[src/hw/rtl/epc_pkg.sv]
`timescale 1ns / 1ps
// ----------------------------------------------------------------------------
// epc_pkg
// Shared types and constants of the eye pixel compositor.
// ----------------------------------------------------------------------------
package epc_pkg;

    // texture depth, a power of two; lookups and writes wrap on it
    localparam int TEXTURE_WORDS = 65536;
    localparam int TEX_AW        = $clog2(TEXTURE_WORDS);
    localparam int MAX_MAP_WIDTH = 512;

    localparam int PIX_W     = 16;
    localparam int LID_W     = 8;
    localparam int POLAR_W   = 16;
    localparam int RADIUS_W  = 7;               // radius field, mask 0x7F
    localparam int ANGLE_W   = POLAR_W - RADIUS_W;
    localparam int SCALE_SH  = $clog2(128);     // iris scale in units of 1/128
    localparam int ANGLE_SH  = $clog2(512);     // angle range of the polar word
    localparam int SCALE_W   = 10;
    localparam int MAPW_W    = 10;
    localparam int MAPH_W    = 8;
    localparam int DIST_W    = SCALE_W + RADIUS_W - SCALE_SH;
    localparam int COL_W     = MAPW_W + ANGLE_W - ANGLE_SH;
    localparam int CFG_IDX_W = 3;
    localparam int CFG_DW    = 10;

    localparam logic REQ_WRITE  = 1'b0;
    localparam logic REQ_RENDER = 1'b1;

    typedef enum logic [CFG_IDX_W-1:0] {
        REG_UPPER_THR  = 3'd0,
        REG_LOWER_THR  = 3'd1,
        REG_IRIS_SCALE = 3'd2,
        REG_MAP_WIDTH  = 3'd3,
        REG_MAP_HEIGHT = 3'd4
    } t_reg_idx;

    typedef enum logic [1:0] {
        SRC_BLACK  = 2'd0,
        SRC_SCLERA = 2'd1,
        SRC_IRIS   = 2'd2
    } t_src;

    typedef struct packed {
        logic [LID_W-1:0]  upper_thr;
        logic [LID_W-1:0]  lower_thr;
        logic [SCALE_W-1:0] iris_scale;
        logic [MAPW_W-1:0] map_width;   // already saturated
        logic [MAPH_W-1:0] map_height;
    } t_cfg;

    typedef struct packed {
        logic               valid;
        logic               req_type;
        logic [15:0]        texel_addr;
        logic [PIX_W-1:0]   texel_data;
        logic [LID_W-1:0]   lower_lid;
        logic [LID_W-1:0]   upper_lid;
        logic [PIX_W-1:0]   sclera_pixel;
        logic [POLAR_W-1:0] polar_word;
        logic               iris_in_range;
    } t_req;

    typedef struct packed {
        logic              valid;
        logic              is_wr;
        logic [TEX_AW-1:0] wr_addr;
        logic [PIX_W-1:0]  wr_data;
        logic [PIX_W-1:0]  sclera;
        t_src              src;
        logic [DIST_W-1:0] rad_sc;
        logic [COL_W-1:0]  col;
    } t_s1;

    typedef struct packed {
        logic              valid;
        logic              is_wr;
        logic [TEX_AW-1:0] wr_addr;
        logic [PIX_W-1:0]  wr_data;
        logic [PIX_W-1:0]  sclera;
        t_src              src;
        logic [TEX_AW-1:0] tex_addr;
    } t_s2;

    typedef struct packed {
        logic             valid;
        t_src             src;
        logic [PIX_W-1:0] sclera;
        logic [PIX_W-1:0] texel;
    } t_s3;

endpackage

[src/hw/rtl/epc_intf.sv]


interface epc_cfg_if;
    import epc_pkg::*;
    logic                 valid;
    logic                 ready;
    logic [CFG_IDX_W-1:0] index;
    logic [CFG_DW-1:0]    data;

    modport source (output valid, index, data, input ready);
    modport sink (input valid, index, data, output ready);
endinterface

[src/hw/rtl/epc_regs.sv]
`timescale 1ns / 1ps
// ----------------------------------------------------------------------------
// epc_regs
// Configuration registers: lid thresholds, iris scale and map size.
// ----------------------------------------------------------------------------
module epc_regs (
    input  logic           i_clk,
    input  logic           i_rst_n,
    epc_cfg_if.sink        i_cfg,
    output epc_pkg::t_cfg  o_cfg
);
    import epc_pkg::*;

    logic [LID_W-1:0]   r_upper_thr;
    logic [LID_W-1:0]   r_lower_thr;
    logic [SCALE_W-1:0] r_iris_scale;
    logic [MAPW_W-1:0]  r_map_width;
    logic [MAPH_W-1:0]  r_map_height;

    assign i_cfg.ready = 1'b1;

    always_ff @(posedge i_clk) begin
        if (!i_rst_n) begin
            r_upper_thr  <= '0;
            r_lower_thr  <= '0;
            r_iris_scale <= SCALE_W'(512);
            r_map_width  <= MAPW_W'(256);
            r_map_height <= MAPH_W'(64);
        end else if (i_cfg.valid) begin
            case (t_reg_idx'(i_cfg.index))
                REG_UPPER_THR:  r_upper_thr  <= i_cfg.data[LID_W-1:0];
                REG_LOWER_THR:  r_lower_thr  <= i_cfg.data[LID_W-1:0];
                REG_IRIS_SCALE: r_iris_scale <= i_cfg.data[SCALE_W-1:0];
                REG_MAP_WIDTH:  r_map_width  <= i_cfg.data[MAPW_W-1:0];
                REG_MAP_HEIGHT: r_map_height <= i_cfg.data[MAPH_W-1:0];
                default: ;  // drop writes to unknown indexes
            endcase
        end
    end

    always_comb begin
        o_cfg.upper_thr  = r_upper_thr;
        o_cfg.lower_thr  = r_lower_thr;
        o_cfg.iris_scale = r_iris_scale;
        o_cfg.map_width  = (32'(r_map_width) > MAX_MAP_WIDTH)
                         ? MAPW_W'(MAX_MAP_WIDTH) : r_map_width;
        o_cfg.map_height = r_map_height;
    end

endmodule

[src/flat_wrapper.sv]
// flat-port wrapper written by rule: the top's interface ports become plain ports
module epc_regs_flat import epc_pkg::*;
  (i_clk, i_rst_n, o_cfg, i_cfg_valid, i_cfg_index, i_cfg_data, i_cfg_ready);
  epc_cfg_if i_cfg_i ();
  input  logic i_clk;
  input  logic i_rst_n;
  output epc_pkg::t_cfg o_cfg;
  input wire logic [$bits(i_cfg_i.valid)-1:0] i_cfg_valid;
  input wire logic [$bits(i_cfg_i.index)-1:0] i_cfg_index;
  input wire logic [$bits(i_cfg_i.data)-1:0] i_cfg_data;
  output wire logic [$bits(i_cfg_i.ready)-1:0] i_cfg_ready;
  assign i_cfg_i.valid = i_cfg_valid;
  assign i_cfg_i.index = i_cfg_index;
  assign i_cfg_i.data = i_cfg_data;
  assign i_cfg_ready = i_cfg_i.ready;
  epc_regs u_core (.i_clk(i_clk), .i_rst_n(i_rst_n), .i_cfg(i_cfg_i), .o_cfg(o_cfg));
endmodule
[config.mk]
export PLATFORM = sky130hd
export DESIGN_NAME = epc_regs_flat
export DESIGN_NICKNAME = d
export VERILOG_FILES = /design/src/hw/rtl/epc_pkg.sv /design/src/hw/rtl/epc_intf.sv /design/src/hw/rtl/epc_regs.sv /design/src/flat_wrapper.sv
export SDC_FILE = /design/constraint.sdc
export NUM_CORES = 1
export LEC_CHECK = 0
export BUFFER_PORTS_ARGS = -buffer_cell sky130_fd_sc_hd__buf_4
export CAP_MARGIN = 10
export CORE_ASPECT_RATIO = 1.5
export CORE_MARGIN = 3
export CORE_UTILIZATION = 49
export DETAILED_ROUTE_END_ITERATION = 12
export MAX_ROUTING_LAYER = met4
export PLACE_DENSITY_LB_ADDON = 0.2
export SYNTH_ARGS = -nofsm -noshare
export SYNTH_HDL_FRONTEND = slang
export SYNTH_SLANG_ARGS = --single-unit
[constraint.sdc]
create_clock -name i_clk -period 1.42 [get_ports i_clk]
set_input_delay 0.284 -clock i_clk [delete_from_list [all_inputs] [get_ports i_clk]]
set_output_delay 0.284 -clock i_clk [all_outputs]
set_load 0.02 [all_outputs]
==> impl_metrics.py <==
metrics = {
    "outcome": {
        "status": "completed",
    },
    "sta": {
        "hold_ws_ns": 0.2542,
        "fin_ws_ns": 0.1703,
        "rsz0062_at_grt": "no",
        "hold_viol": 0,
        "finClkSkew_ns": 0,
        "fin_crit_ns": 1.250,
        "timing.fmax_mhz": 800.2,
        "setup_tns_ns": 0,
        "report.final.slew_viol_count": 0,
        "setup_viol": 0,
        "period_share": 0.8801,
    },
    "layout": {
        "drive_above_1_share": 0.3178,
        "finalNetCount": 252,
        "diodes": 0,
        "fin_area_mm2": 0.002346,
        "layout_commonest_cell": "buf_4",
        "mostFrequentLayoutCells": "65 x buf_4, 51 x nand2_1, 44 x mux2i_1, 43 x dfxtp_1, 15 x nor2b_1",
        "syn_to_final_growth_pct": 33.36,
    },
    "routing": {
        "viasPerCell": 5.061,
        "initialDrtViolationCount": 19,
        "dr.pass1.iters": 4,
        "detail-route-antenna-nets": 0,
        "routedWlPerCell_um": 14.57,
        "dr_total_vias": 1407,
        "drc": 0,
        "drt-total-wl_mm": 4.050,
    },
    "grt": {
        "grt_pass1_wl_mm": 6.465,
        "track_usage": 0.2082,
        "gr-total-overflow": 0,
        "grt_max_degree": 29,
        "antenna_found_initial": 0,
        "grt_pass1_vias": 1485,
    },
    "clock_tree": {
        "htree_levels": 2,
        "cts.sinks": 44,
        "cts_resized": 0,
        "cts_max_path_buffers": 2,
        "cts_hold_buf": 0,
        "cts_tree": "done",
        "clk_transition_reported_paths_ns": 0.07,
        "clockRootBuffer": "clkbuf_8",
        "postCtsSetupBuffers": 0,
        "clock_latency_ns": 0.29,
        "cts_made_buffers": 5,
    },
    "floorplan": {
        "ios": 61,
        "die_w_um": 54.92,
        "die_h_um": 79.39,
        "core_area_mm2": 0.003416,
        "initial_core_util": 0.5150,
        "die_area_mm2": 0.004360,
        "rows": 26,
    },
    "place": {
        "dp_worst_setup_slack_ns": 0.01200,
        "routabilityCongestion": 0.7190,
        "dp_hpwl_mm": 3.122,
        "placed_area_mm2": 0.002267,
        "io_buffers": 59,
    },
    "logic_synthesis": {
        "synth-seq-cells": 44,
        "synth_nets": 193,
        "yosysWarnings": 0,
        "yosysSeqAreaShare": 0.5007,
        "syn-cell-area_mm2": 0.001759,
        "synthCells": 177,
        "yosysUniqueCellTypes": 15,
        "syn_avg_cell_area_um2": 9.939,
    },
    "power_and_ir_drop": {
        "power_density_mw_per_mm2": 957.2,
        "vdd_drop_max_v": 0.0007912,
        "leakage_nw": 1.187,
    },
    "min_path": {
        "hold_path_class": "primary input to register",
    },
    "flow_run": {
        "cap_viol_max_count": 0,
    },
    "worst_setup_path": {
        "critPathKind": "register to primary output",
        "cp-end-kind": "primary output",
        "worstPathRequired_ns": 1.14,
        "crit_arrival_ns": 0.97,
        "start_kind": "register",
        "path_max_fanout": 11,
    },
}
-- worst paths after layout --
| check | start | to | slack (ns) | depth (start not counted) |
|---|---|---|---|---|
| worst min-delay path | i_cfg_data[9] | u_core.r_map_width[9] | 0.25 | 3 |
| worst min register to register | u_core.r_map_width[1] | u_core.r_map_width[1] | 0.46 | 2 |
| worst max register to register | u_core.r_map_width[9] | u_core.r_map_width[9] | 0.73 | 2 |
| worst max-delay path | u_core.r_map_width[9] | o_cfg[13] | 0.17 | 2 |
-- cell usage after synthesis, drive strengths merged --
cell type	n	share of area
clkbuf	9	0.019
buf	6	0.022
nand2	51	0.11
conb	1	0.0021
or4b	1	0.0057
nor2b	15	0.053
mux2i	44	0.25
dfxtp	44	0.50
and4bb	2	0.014
and4b	1	0.0057
nand4bb	2	0.013
nand4b	1	0.0050
-- logic make-up (layout without fill, tap and decap cells) --
group	Yosys count	after routing	share of synthesized area
buffers and inverters	15	74	0.04125
DFF	44	44	0.5007
muxes	44	44	0.2504
other	1	1	0.002132
and+or+nand+nor	73	73	0.2055
-- critical path, stage by stage, from the launching register on --
cell and delay [ns]:
dfxtp_2 0.44, nor2b_1 0.08, buf_4 0.16
-- layout make-up --
class / instances / area (um^2)
clock buffer: 6 / 72.57
timing repair buffer: 67 / 528.0
tap: 42 / 52.55
clock inverter: 1 / 5.005
multi-input combinational: 118 / 805.8
fill: 284 / 1070
sequential: 44 / 882.1
-- flip-flops by register name, summed over array words and instances (netlist names) --
signal / cells
u_core.r_iris_scale: 10
u_core.r_map_width: 10
u_core.r_lower_thr: 8
u_core.r_map_height: 8
u_core.r_upper_thr: 8
-- per-stage QoR --
stage	power (mW)	instances	utilization
final	2.246	278	0.6868
after CTS	2.269	278	0.6864
after detailed placement	1.558	271	0.6637
after global routing	2.327	278	0.6868
after global placement	1.548	271	0.6637
after floorplan	1.438	177	-
-- routing by layer --
metal  GRT usage  vias up  routed length, um
met5           -        -                  0
met4     0.08516        0                 74
met3     0.04486        8                216
met2      0.3732       41               2238
met1      0.2067      662               1520
li1            -      696                  -
-- report_power, final --
| group | internal, mW | switching, mW | total [mW] |
|---|---|---|---|
| Combinational | 0.115 | 0.135 | 0.250 |
| Sequential | 1.26 | 0.0157 | 1.28 |
| Clock | 0.334 | 0.385 | 0.719 |
| Total | 1.71 | 0.536 | 2.25 |
No activity file was read; power rests on OpenSTA's default activity.
