## config.mk

```make
export PLATFORM = sky130hd
export DESIGN_NAME = epc_polar
export DESIGN_NICKNAME = d
export VERILOG_FILES = /design/src/hw/rtl/epc_pkg.sv /design/src/hw/rtl/epc_polar.sv
export SDC_FILE = /design/constraint.sdc
export NUM_CORES = 1
export LEC_CHECK = 0
export BUFFER_PORTS_ARGS = -buffer_cell sky130_fd_sc_hd__buf_2
export CAP_MARGIN = 20
export CORE_ASPECT_RATIO = 1.4
export CORE_MARGIN = 10
export CORE_UTILIZATION = 59
export DETAILED_ROUTE_END_ITERATION = 10
export HOLD_SLACK_MARGIN = 0.1
export PLACE_DENSITY = 0.8
export SYNTH_ARGS = -nofsm -noshare
export SYNTH_HDL_FRONTEND = slang
export SYNTH_SLANG_ARGS = --single-unit
```

## constraint.sdc

```tcl
create_clock -name i_clk -period 9.15 [get_ports i_clk]
set_input_delay 2.2875 -clock i_clk [delete_from_list [all_inputs] [get_ports i_clk]]
set_output_delay 2.2875 -clock i_clk [all_outputs]
set_load 0.02 [all_outputs]
```

## src/hw/rtl/epc_pkg.sv

```systemverilog
`timescale 1ns / 1ps
// ----------------------------------------------------------------------------
// epc_pkg
// Shared types and constants of the eye pixel compositor.
// ----------------------------------------------------------------------------
package epc_pkg;

    // texture depth, a power of two; lookups and writes wrap on it
    localparam int TEXTURE_WORDS = 65536;
    localparam int TEX_AW        = $clog2(TEXTURE_WORDS);
    localparam int MAX_MAP_WIDTH = 512;

    localparam int PIX_W     = 16;
    localparam int LID_W     = 8;
    localparam int POLAR_W   = 16;
    localparam int RADIUS_W  = 7;               // radius field, mask 0x7F
    localparam int ANGLE_W   = POLAR_W - RADIUS_W;
    localparam int SCALE_SH  = $clog2(128);     // iris scale in units of 1/128
    localparam int ANGLE_SH  = $clog2(512);     // angle range of the polar word
    localparam int SCALE_W   = 10;
    localparam int MAPW_W    = 10;
    localparam int MAPH_W    = 8;
    localparam int DIST_W    = SCALE_W + RADIUS_W - SCALE_SH;
    localparam int COL_W     = MAPW_W + ANGLE_W - ANGLE_SH;
    localparam int CFG_IDX_W = 3;
    localparam int CFG_DW    = 10;

    localparam logic REQ_WRITE  = 1'b0;
    localparam logic REQ_RENDER = 1'b1;

    typedef enum logic [CFG_IDX_W-1:0] {
        REG_UPPER_THR  = 3'd0,
        REG_LOWER_THR  = 3'd1,
        REG_IRIS_SCALE = 3'd2,
        REG_MAP_WIDTH  = 3'd3,
        REG_MAP_HEIGHT = 3'd4
    } t_reg_idx;

    typedef enum logic [1:0] {
        SRC_BLACK  = 2'd0,
        SRC_SCLERA = 2'd1,
        SRC_IRIS   = 2'd2
    } t_src;

    typedef struct packed {
        logic [LID_W-1:0]  upper_thr;
        logic [LID_W-1:0]  lower_thr;
        logic [SCALE_W-1:0] iris_scale;
        logic [MAPW_W-1:0] map_width;   // already saturated
        logic [MAPH_W-1:0] map_height;
    } t_cfg;

    typedef struct packed {
        logic               valid;
        logic               req_type;
        logic [15:0]        texel_addr;
        logic [PIX_W-1:0]   texel_data;
        logic [LID_W-1:0]   lower_lid;
        logic [LID_W-1:0]   upper_lid;
        logic [PIX_W-1:0]   sclera_pixel;
        logic [POLAR_W-1:0] polar_word;
        logic               iris_in_range;
    } t_req;

    typedef struct packed {
        logic              valid;
        logic              is_wr;
        logic [TEX_AW-1:0] wr_addr;
        logic [PIX_W-1:0]  wr_data;
        logic [PIX_W-1:0]  sclera;
        t_src              src;
        logic [DIST_W-1:0] rad_sc;
        logic [COL_W-1:0]  col;
    } t_s1;

    typedef struct packed {
        logic              valid;
        logic              is_wr;
        logic [TEX_AW-1:0] wr_addr;
        logic [PIX_W-1:0]  wr_data;
        logic [PIX_W-1:0]  sclera;
        t_src              src;
        logic [TEX_AW-1:0] tex_addr;
    } t_s2;

    typedef struct packed {
        logic             valid;
        t_src             src;
        logic [PIX_W-1:0] sclera;
        logic [PIX_W-1:0] texel;
    } t_s3;

endpackage

```

## src/hw/rtl/epc_polar.sv

```systemverilog
`timescale 1ns / 1ps
// ----------------------------------------------------------------------------
// epc_polar
// Stages one and two: lid masking, radius and angle scaling, then the
// radial range check and texture address.
// ----------------------------------------------------------------------------
module epc_polar (
    input  logic          i_clk,
    input  logic          i_rst_n,
    input  logic          i_adv,
    input  epc_pkg::t_cfg i_cfg,
    input  epc_pkg::t_req i_req,
    output epc_pkg::t_s2  o_s2
);
    import epc_pkg::*;

    localparam int PD_W  = SCALE_W + RADIUS_W;
    localparam int PA_W  = MAPW_W + ANGLE_W;
    localparam int SUM_W = 32;

    t_s1 r_s1, n_s1;
    t_s2 r_s2, n_s2;

    logic [PD_W-1:0]  prod_d;
    logic [PA_W-1:0]  prod_a;
    logic             black;
    logic [SUM_W-1:0] tex_sum;

    // stage one
    always_comb begin
        prod_d = PD_W'(i_cfg.iris_scale) * PD_W'(i_req.polar_word[RADIUS_W-1:0]);
        prod_a = PA_W'(i_cfg.map_width) * PA_W'(i_req.polar_word[POLAR_W-1:RADIUS_W]);
        black  = (i_req.lower_lid <= i_cfg.lower_thr)
              || (i_req.upper_lid <= i_cfg.upper_thr);

        n_s1.valid   = i_req.valid;
        n_s1.is_wr   = (i_req.req_type == REQ_WRITE);
        n_s1.wr_addr = TEX_AW'(i_req.texel_addr);
        n_s1.wr_data = i_req.texel_data;
        n_s1.sclera  = i_req.sclera_pixel;
        n_s1.src     = black ? SRC_BLACK : (i_req.iris_in_range ? SRC_IRIS : SRC_SCLERA);
        n_s1.rad_sc  = prod_d[PD_W-1:SCALE_SH];
        n_s1.col     = prod_a[PA_W-1:ANGLE_SH];
    end

    // stage two
    always_comb begin
        tex_sum = SUM_W'(r_s1.rad_sc) * SUM_W'(i_cfg.map_width) + SUM_W'(r_s1.col);

        n_s2.valid    = r_s1.valid;
        n_s2.is_wr    = r_s1.is_wr;
        n_s2.wr_addr  = r_s1.wr_addr;
        n_s2.wr_data  = r_s1.wr_data;
        n_s2.sclera   = r_s1.sclera;
        n_s2.tex_addr = tex_sum[TEX_AW-1:0];
        // fall back to sclera beyond the map's radial extent
        if (r_s1.src == SRC_IRIS && r_s1.rad_sc >= DIST_W'(i_cfg.map_height)) begin
            n_s2.src = SRC_SCLERA;
        end else begin
            n_s2.src = r_s1.src;
        end
    end

    always_ff @(posedge i_clk) begin
        if (!i_rst_n) begin
            r_s1.valid <= 1'b0;
            r_s2.valid <= 1'b0;
        end else if (i_adv) begin
            r_s1 <= n_s1;
            r_s2 <= n_s2;
        end
    end

    assign o_s2 = r_s2;

endmodule

```

==> results.cfg, run 1 <==
[grt]
grt_pass1_wl_mm = 43.16
antenna_found_initial = 0
grt_pass1_vias = 9418
grt_max_degree = 76
grt-ovfl-total = 0
grt_util_all_layers_pct = 19.16

[synth]
syn_inst = 1152
synth_ff_type = edfxtp_1
ys_ff_latch = 140
synth_edf_count = 138
synth_top_area_share_pct = 32.72
synth_seq_area_share_pct = 33.04
synth.most_common_cell = inv_1
postSynthNetCount = 1576
syn_area_per_cell_um2 = 10.99
yosysTopAreaCell = edfxtp_1
synth.distinct_cells = 50
netlist_area_um2 = 12660
synthArstFlopShare_pct = 0
synth_common_cells = inv_1 (259), fa_1 (161), edfxtp_1 (138), ha_1 (133), and2_1 (132)
synth.top_cells.by_area = edfxtp_1 (33%), fa_1 (25%), ha_1 (13%), inv_1 (7.7%), and2_1 (6.5%)
ys_warn_count = 0

[clock_tree]
clock-sinks = 140
htree_levels = 4
cts_resized = 0
cts_buffers = 17
cts_tree = done
postCtsSetupRepairBufs = 0
clk_pin_slew_worst_paths_ns = 0.07
cts_buffer_depth = 2
root_buffer = clkbuf_16
cts-hold-fix-buffers = 0
clk_latency_ns = 0.43

[job]
drv_cap = 0

[power]
p_per_area_nw_per_um2 = 437.7
leakage_nw = 7.207
power_mw = 6.334
ir_drop_mv = 0.5541

[setup_path]
arrival_ns = 7.01
critPathCaptureType = flip-flop
worstSetupPathType = input port to flip-flop
cp.required_ns = 9.32
crit_fanout = 19
startpoint_type = input port

[floorplanning]
dieWidth_um = 143.8
die-area_um2 = 27810
core_um2 = 21130
start_util_pct = 59.95
placementRows = 63
fp.dieH_um = 193.4
num_io_pins = 198

[sta]
timing.fmax_mhz = 146.3
relSlewSlack_pct = 39.51
fin_crit_sh_pct = 74.69
tightest_slew_ns = 0.9074
setup_tns_ns = 0
rsz0062_at_grt = false
report.final.hold_viol_count = 0
setup_viol_count_final = 0
clock-skew-final_ns = 0.01120
period_needed_ns = 6.834
finalMaxSlewViolations = 0
finalWorstSetupSlack_ns = 2.316
holdWs_ns = 0.4145

[routing]
maxUsedRoutingLayer = met4
ant_nets = 0
vias = 8444
wirelength_mm = 25.73
first_iter_violations = 411
met3_wirelength_mm = 1.456
drc_errors = 0
routedLengthMet1_mm = 9.505
wire_per_inst_um = 15.97
first_pass_iters = 5
routed_via_density = 5.241
wl_met2_mm = 14.12

[outcome]
outcome = completed

[layout]
final_area_um2 = 14470
area_delta_synth_final_pct = 14.26
utilization_pct = 68.50
fin_cells = 1611
fin_nets = 1762
layout-drive-gt1-share_pct = 18.36
final.fill_count = 1592
multi_input_area_um2 = 7381
regArea_um2 = 4184
n_antenna_cell = 0

[placement]
place_area_um2 = 13860
place_congestion = 0.8649
placement.io_buffers = 197
pre_cts_slack_ns = 1.902
dp.cells = 1579
hpwl_mm = 20.63

[hold_path]
hold_path_class = flip-flop to flip-flop
-- cells by family (layout without fill, tap and decap cells) --
kind of cell,Yosys count,in the layout,share of synthesized area [%]
mux,2,2,0.1581
simple gates,314,314,12.96
fa+ha+maj,294,294,38.59
flops,140,140,33.04
xor+xnor,38,38,2.687
compound gates,74,74,3.863
buf+inv,290,489,8.704
-- flip-flops by register name, indices dropped and copies added (netlist names) --
name  flops
n_s2     50
o_s2     68
r_s1     22
-- final timing paths --
| path | from | end | slack [ns] | cells after the start |
|---|---|---|---|---|
| setup / recovery | i_cfg[11] | o_s2[15] | 2.32 | 18 |
| hold / removal | n_s2[65] | o_s2[65] | 0.41 | 0 |
| setup reg to reg | r_s1[15] | o_s2[15] | 3.86 | 17 |
| hold reg to reg | n_s2[65] | o_s2[65] | 0.41 | 0 |
-- metal layers --
| layer | GRT usage (%) | vias to the layer above |
|---|---|---|
| li1 | - | 3967 |
| met2 | 35.35 | 231 |
| met5 | 0 | - |
| met3 | 3.775 | 50 |
| met4 | 6.838 | 0 |
| met1 | 20.87 | 4196 |
-- layout by cell type (no fill, tap or decap), types with 2 or more instances in the layout --
cell,instances
nand2_1,120
o21ai_0,12
edfxtp_1,138
a21oi_1,19
clkinv_4,2
or2_2,2
xnor2_1,27
and2_2,5
and2_1,131
nor2b_1,7
clkinv_8,5
nor2_1,22
a211oi_1,4
mux2i_1,2
ha_1,133
inv_1,259
buf_2,197
a21o_1,12
nand4_1,7
o21ai_1,4
dfxtp_1,2
nand2b_1,5
nand3_1,3
nand4_2,2
clkbuf_16,17
o21a_1,5
nor3_1,2
a211o_1,2
xor2_1,10
o22ai_1,2
a31oi_1,3
fa_1,161
inv_6,2
inv_8,5
-- final cells by class --
cell class	instances	share of cell area, %
Clock buffer	17	2.940
Clock inverter	15	1.306
Inverter	259	6.719
Multi-Input combinational cell	722	51.01
Sequential cell	140	28.91
Tap cell	260	2.248
Timing Repair Buffer	198	6.866
-- critical path, stage by stage --
cell	delay, ns
buf_2	0.30
nand2_1	0.13
fa_1	0.55
inv_1	0.05
fa_1	0.50
inv_1	0.05
fa_1	0.48
inv_1	0.06
fa_1	0.53
inv_1	0.06
fa_1	0.53
inv_1	0.04
ha_1	0.18
or3_1	0.38
o21ai_1	0.29
o21ai_1	0.18
o31ai_1	0.31
xnor2_1	0.10
-- report_power, final --
| group | total [mW] | switching [mW] | leakage (nW) | internal (mW) |
|---|---|---|---|---|
| registers | 1.17 | 0.0835 | 1.30 | 1.09 |
| logic | 4.47 | 2.43 | 5.60 | 2.05 |
| clock network | 0.686 | 0.313 | 0.299 | 0.373 |
| total | 6.33 | 2.82 | 7.21 | 3.51 |
Note: power is estimated with default switching activity, not from simulation.
==> run 2: changes to the inputs <==
==> constraint.sdc (replaced) <==
create_clock -name i_clk -period 6.7 [get_ports i_clk]
set_input_delay 1.675 -clock i_clk [delete_from_list [all_inputs] [get_ports i_clk]]
set_output_delay 1.675 -clock i_clk [all_outputs]
set_load 0.02 [all_outputs]
==> run 2 against run 1 <==
Compared with the run above: clock power is 34% higher; total power grew 37%; highest routed layer is now met5; first-iteration DRC count decreased by 14%; wire length increased by 1.2%; critical endpoint unchanged; critical path depth fell by 1; largest power group unchanged; final cell count up 0.43%; clock-buffer cell count stayed put; worst hold slack improved by 0.0023 ns; sequential share of layout area about the same; flip-flop and latch count unchanged; sequential power rose by 37%.
==> results.cfg, run 2 (same netlist as run 1, synthesis figures left out) <==
[setup_path]
max_stage_delay_ns = 0.54
cpMostUsedCell = fa_1
cp_num_buf_inv = 5
crit_family = adder cells
arrival_ns = 6.22
cp_slowest_cell = fa_1
worstSetupPathType = input port to flip-flop
crit_fanout = 18
worstReg2RegStart = r_s1[16]
cp.required_ns = 6.87
crit_chain = buf_2 -> buf_4 -> nand2_1 -> fa_1 -> inv_1 -> fa_1 -> fa_1 -> fa_1 -> inv_1 -> fa_1 -> inv_1 -> ha_1 -> or3_1 -> o21ai_1 -> o21ai_1 -> o31ai_1 -> xnor2_1
critPathCaptureType = flip-flop
rrSetupSlack_ns = 1.38
timing.rr.end = o_s2[15]
r2r_cells = 17
startpoint_type = input port

[sta]
finalMaxSlewViolations = 0
report.final.hold_viol_count = 0
clock-skew-final_ns = 0.007500
holdWs_ns = 0.4168
setup_tns_ns = 0
finalWorstSetupSlack_ns = 0.6554
tightest_slew_ns = 0.7276
rsz0062_at_grt = false
relSlewSlack_pct = 51.50
fin_crit_sh_pct = 90.22
period_needed_ns = 6.045
setup_viol_count_final = 0
timing.fmax_mhz = 165.4

[layout]
regArea_um2 = 4184
layout-drive-gt1-share_pct = 18.70
final.fill_count = 1621
layout_common_cells = inv_1 (259), buf_2 (197), fa_1 (161)
largest_reg_flops = 68
layout_commonest_cell = inv_1
final_area_um2 = 14490
utilization_pct = 68.57
fin_nets = 1769
fin_cells = 1618
n_antenna_cell = 0
area_delta_synth_final_pct = 14.38
multi_input_area_um2 = 7381

[clock_tree]
postCtsSetupRepairBufs = 0
clk_pin_slew_worst_paths_ns = 0.06
clk_latency_ns = 0.42
cts_resized = 0
cts-hold-fix-buffers = 0
cts_tree = done
clock-sinks = 140
cts_buffer_depth = 2
root_buffer = clkbuf_16
cts_buffers = 17
htree_levels = 4

[placement]
pre_cts_slack_ns = 0.2167
hpwl_mm = 21.21
placement.io_buffers = 197
place_congestion = 0.8667
dp.cells = 1586
place_area_um2 = 13910

[power]
leakage_nw = 7.232
switching_share_pct = 44.31
p_seq_share_pct = 18.4
clockPowerShare_pct = 10.6
p_int_mw = 4.834
power_mw = 8.679
comb_power_share_pct = 71.0
p_per_area_nw_per_um2 = 599.1
p_sw_mw = 3.846
ir_drop_mv = 0.8233

[hold_path]
hold_path_class = flip-flop to flip-flop
hold_path_startpoint = n_s2[63]
holdPathEnd = o_s2[63]
hold_depth = 0

[floorplanning]
fp.dieH_um = 193.4
core_um2 = 21130
start_util_pct = 59.95
num_io_pins = 198
placementRows = 63
die-area_um2 = 27810
dieWidth_um = 143.8

[routing]
first_iter_violations = 353
vias = 8406
drc_errors = 0
routed_via_density = 5.195
ant_nets = 0
first_pass_iters = 5
wirelength_mm = 26.04
wire_per_inst_um = 16.10

[job]
drv_cap = 0

[grt]
grt-ovfl-total = 0
antenna_found_initial = 1
grt_max_degree = 54
grt_util_all_layers_pct = 19.36
grt_pass1_vias = 9343
grt_pass1_wl_mm = 43.04

[outcome]
outcome = completed
[run 2: changes by cell type in the layout (fill, tap and decap cells not counted), sizes merged]
| cell | before | now |
|---|---|---|
| buf | 198 | 205 |
| inv | 267 | 268 |
| clkinv | 7 | 5 |
| bufinv | 0 | 1 |
[run 2: power by group through the flow]
stage / clock (mW) / sequential (mW) / combinational [mW]
after floorplan: 0 / 1.63 / 4.90
after global placement: 0 / 1.61 / 5.95
after detailed placement: 0 / 1.61 / 6.17
after CTS: 0.943 / 1.60 / 6.28
after global routing: 0.974 / 1.62 / 7.13
final: 0.916 / 1.60 / 6.16
[run 2: per-layer routing]
metal	wire (um)	up-vias	global-route usage, %
li1	-	3985	-
met1	9455	4111	20.40
met2	14730	247	37.02
met3	1241	61	3.284
met4	614	2	6.460
met5	7	-	0
[run 2: cell type report]
cell class / count / share of cell area (%)
clock buffers: 17 / 2.937
clock inverters: 15 / 1.054
inverters: 259 / 6.711
multi-input cells: 722 / 50.95
flip-flops and latches: 140 / 28.88
well taps: 260 / 2.246
repair buffers: 205 / 7.221
[run 2: how the worst max path moves through the flow]
stage | from | slack [ns] | to | cells past startpoint
final | i_cfg[11] | 0.66 | o_s2[15] | 17
after floorplan | i_cfg[11] | 0.15 | o_s2[15] | 19
after global routing | i_cfg[11] | 0.42 | o_s2[15] | 17
after detailed placement | i_cfg[11] | 0.22 | o_s2[15] | 17
after global placement | i_cfg[9] | 0.31 | o_s2[15] | 18
after CTS | i_cfg[11] | 0.66 | o_s2[15] | 17
==> run 3: changes to the inputs <==
==> constraint.sdc (replaced) <==
create_clock -name i_clk -period 6.7 [get_ports i_clk]
set_input_delay 1.005 -clock i_clk [delete_from_list [all_inputs] [get_ports i_clk]]
set_output_delay 1.005 -clock i_clk [all_outputs]
set_load 0.02 [all_outputs]
==> run 3 against run 2 <==
Compared with the run above: design area is the same; clock skew is 0.0075 ns higher; global-route usage is essentially flat; combinational power decreased by 0.8%; wire length is 1.1% lower; register-to-register slack improved by 0.08 ns; highest routed layer unchanged; critical path type unchanged; largest cell class unchanged; clock-buffer cell count unchanged; sequential power barely moved; die area unchanged; critical endpoint unchanged; worst hold slack lost 0.0017 ns; flip-flop and latch count unchanged.
==> results.cfg, run 3 (same netlist as run 1, synthesis figures left out) <==
[outcome]
outcome = completed

[clock_tree]
cts_tree = done
root_buffer = clkbuf_16
clk_pin_slew_worst_paths_ns = 0.07
htree_levels = 4
cts_buffers = 17
clock-sinks = 140
cts_resized = 0
postCtsSetupRepairBufs = 0
cts_buffer_depth = 2
clk_latency_ns = 0.43
cts-hold-fix-buffers = 0

[routing]
drc_errors = 0
first_iter_violations = 326
first_pass_iters = 7
wire_per_inst_um = 15.97
ant_nets = 0
wirelength_mm = 25.76
vias = 8392
routed_via_density = 5.203

[setup_path]
startpoint_type = input port
cp_num_buf_inv = 6
cp_slowest_cell = fa_1
crit_chain = buf_2 -> nand2_1 -> fa_1 -> inv_1 -> fa_1 -> inv_1 -> fa_1 -> inv_1 -> fa_1 -> inv_1 -> fa_1 -> inv_1 -> ha_1 -> or3_1 -> o21ai_1 -> o21ai_1 -> o31ai_1 -> xnor2_1
arrival_ns = 5.71
cp.required_ns = 6.87
max_stage_delay_ns = 0.56
critPathCaptureType = flip-flop
crit_fanout = 19
crit_family = adder cells
worstSetupPathType = input port to flip-flop

[hold_path]
hold_path_class = flip-flop to flip-flop

[layout]
regArea_um2 = 4184
area_delta_synth_final_pct = 14.38
utilization_pct = 68.57
fin_nets = 1764
largest_reg_flops = 68
n_antenna_cell = 0
final.fill_count = 1599
layout-drive-gt1-share_pct = 18.48
multi_input_area_um2 = 7381
layout_common_cells = inv_1 (259), buf_2 (197), fa_1 (161)
layout_commonest_cell = inv_1

[sta]
report.final.hold_viol_count = 0
tightest_slew_ns = 0.9424
setup_tns_ns = 0
period_needed_ns = 5.537
relSlewSlack_pct = 37.17
setup_viol_count_final = 0
fin_crit_sh_pct = 82.64
finalMaxSlewViolations = 0
timing.fmax_mhz = 180.6
rsz0062_at_grt = false
clock-skew-final_ns = 0.01499

[floorplanning]
fp.dieH_um = 193.4
start_util_pct = 59.95
core_um2 = 21130
num_io_pins = 198
dieWidth_um = 143.8
die-area_um2 = 27810
placementRows = 63

[grt]
grt_max_degree = 78
grt_pass1_wl_mm = 43.24
grt-ovfl-total = 0
grt_util_all_layers_pct = 19.33
grt_pass1_vias = 9220
antenna_found_initial = 1

[power]
ir_drop_mv = 0.9057
leakage_nw = 7.214
p_per_area_nw_per_um2 = 598.5

[placement]
hpwl_mm = 21.06
place_congestion = 0.8632
placement.io_buffers = 197

[job]
drv_cap = 0
-- run 3: changes by cell type in the layout (fill, tap and decap cells not counted) --
cell	change
clkinv_4	-2
clkinv_8	+3
clkinv_1	-1
inv_6	-2
clkinvlp_4	+2
clkinv_2	-2
inv_8	+2
buf_4	-5
-- run 3: final cells by class --
cell class	instances	area share, %
clock buffer	17	2.937
multi-input combinational	722	50.95
inverter	259	6.711
sequential	140	28.88
tap	260	2.246
timing repair buffer	200	6.961
clock inverter	15	1.313
-- run 3: final timing paths --
check	depth (start not counted)	startpoint	to	slack, ns
setup reg to reg	17	r_s1[15]	o_s2[15]	1.46
setup / recovery	18	i_cfg[11]	o_s2[15]	1.16
hold / removal	0	n_s2[20]	o_s2[20]	0.42
hold reg to reg	0	n_s2[20]	o_s2[20]	0.42
-- run 3: power by group --
group	switching (mW)	total [mW]	leakage [nW]	internal, mW
combinational	3.32	6.11	5.61	2.79
sequential	0.113	1.60	1.30	1.49
clock	0.423	0.962	0.296	0.539
total	3.85	8.67	7.21	4.82
-- run 3: metrics by stage --
step	total power, mW	instances	area [um2]	setup WS [ns]	hold WS (ns)
2_1_floorplan	6.530	1152	12660	0.8215	0.4003
3_3_place_gp	7.491	1581	13870	0.8070	0.4003
3_5_place_dp	7.775	1581	13870	0.7352	0.4045
4_1_cts	8.813	1613	14490	1.180	0.4204
5_1_grt	9.771	1613	14490	0.9795	0.4234
6_report	8.670	1613	14490	1.163	0.4151
-- run 3: worst reg2reg max path: cells and delay by family, from the launching register on --
kind / cells / cell delay (ns)
adder cells (fa/ha/maj): 6 / 2.76
AND/OR/NAND/NOR: 2 / 0.54
XOR/XNOR: 1 / 0.09
AO/OA/AOI/OAI: 3 / 0.76
buffers and inverters: 5 / 0.24
flip-flops: 1 / 0.59
-- run 3: routing by layer --
metal / vias up / share of wire (%) / track usage (%)
li1: 3978 / - / -
met1: 4148 / 37 / 21.33
met2: 225 / 55 / 35.45
met3: 39 / 6.0 / 3.873
met4: 2 / 2.3 / 6.687
met5: - / 0.050 / 0
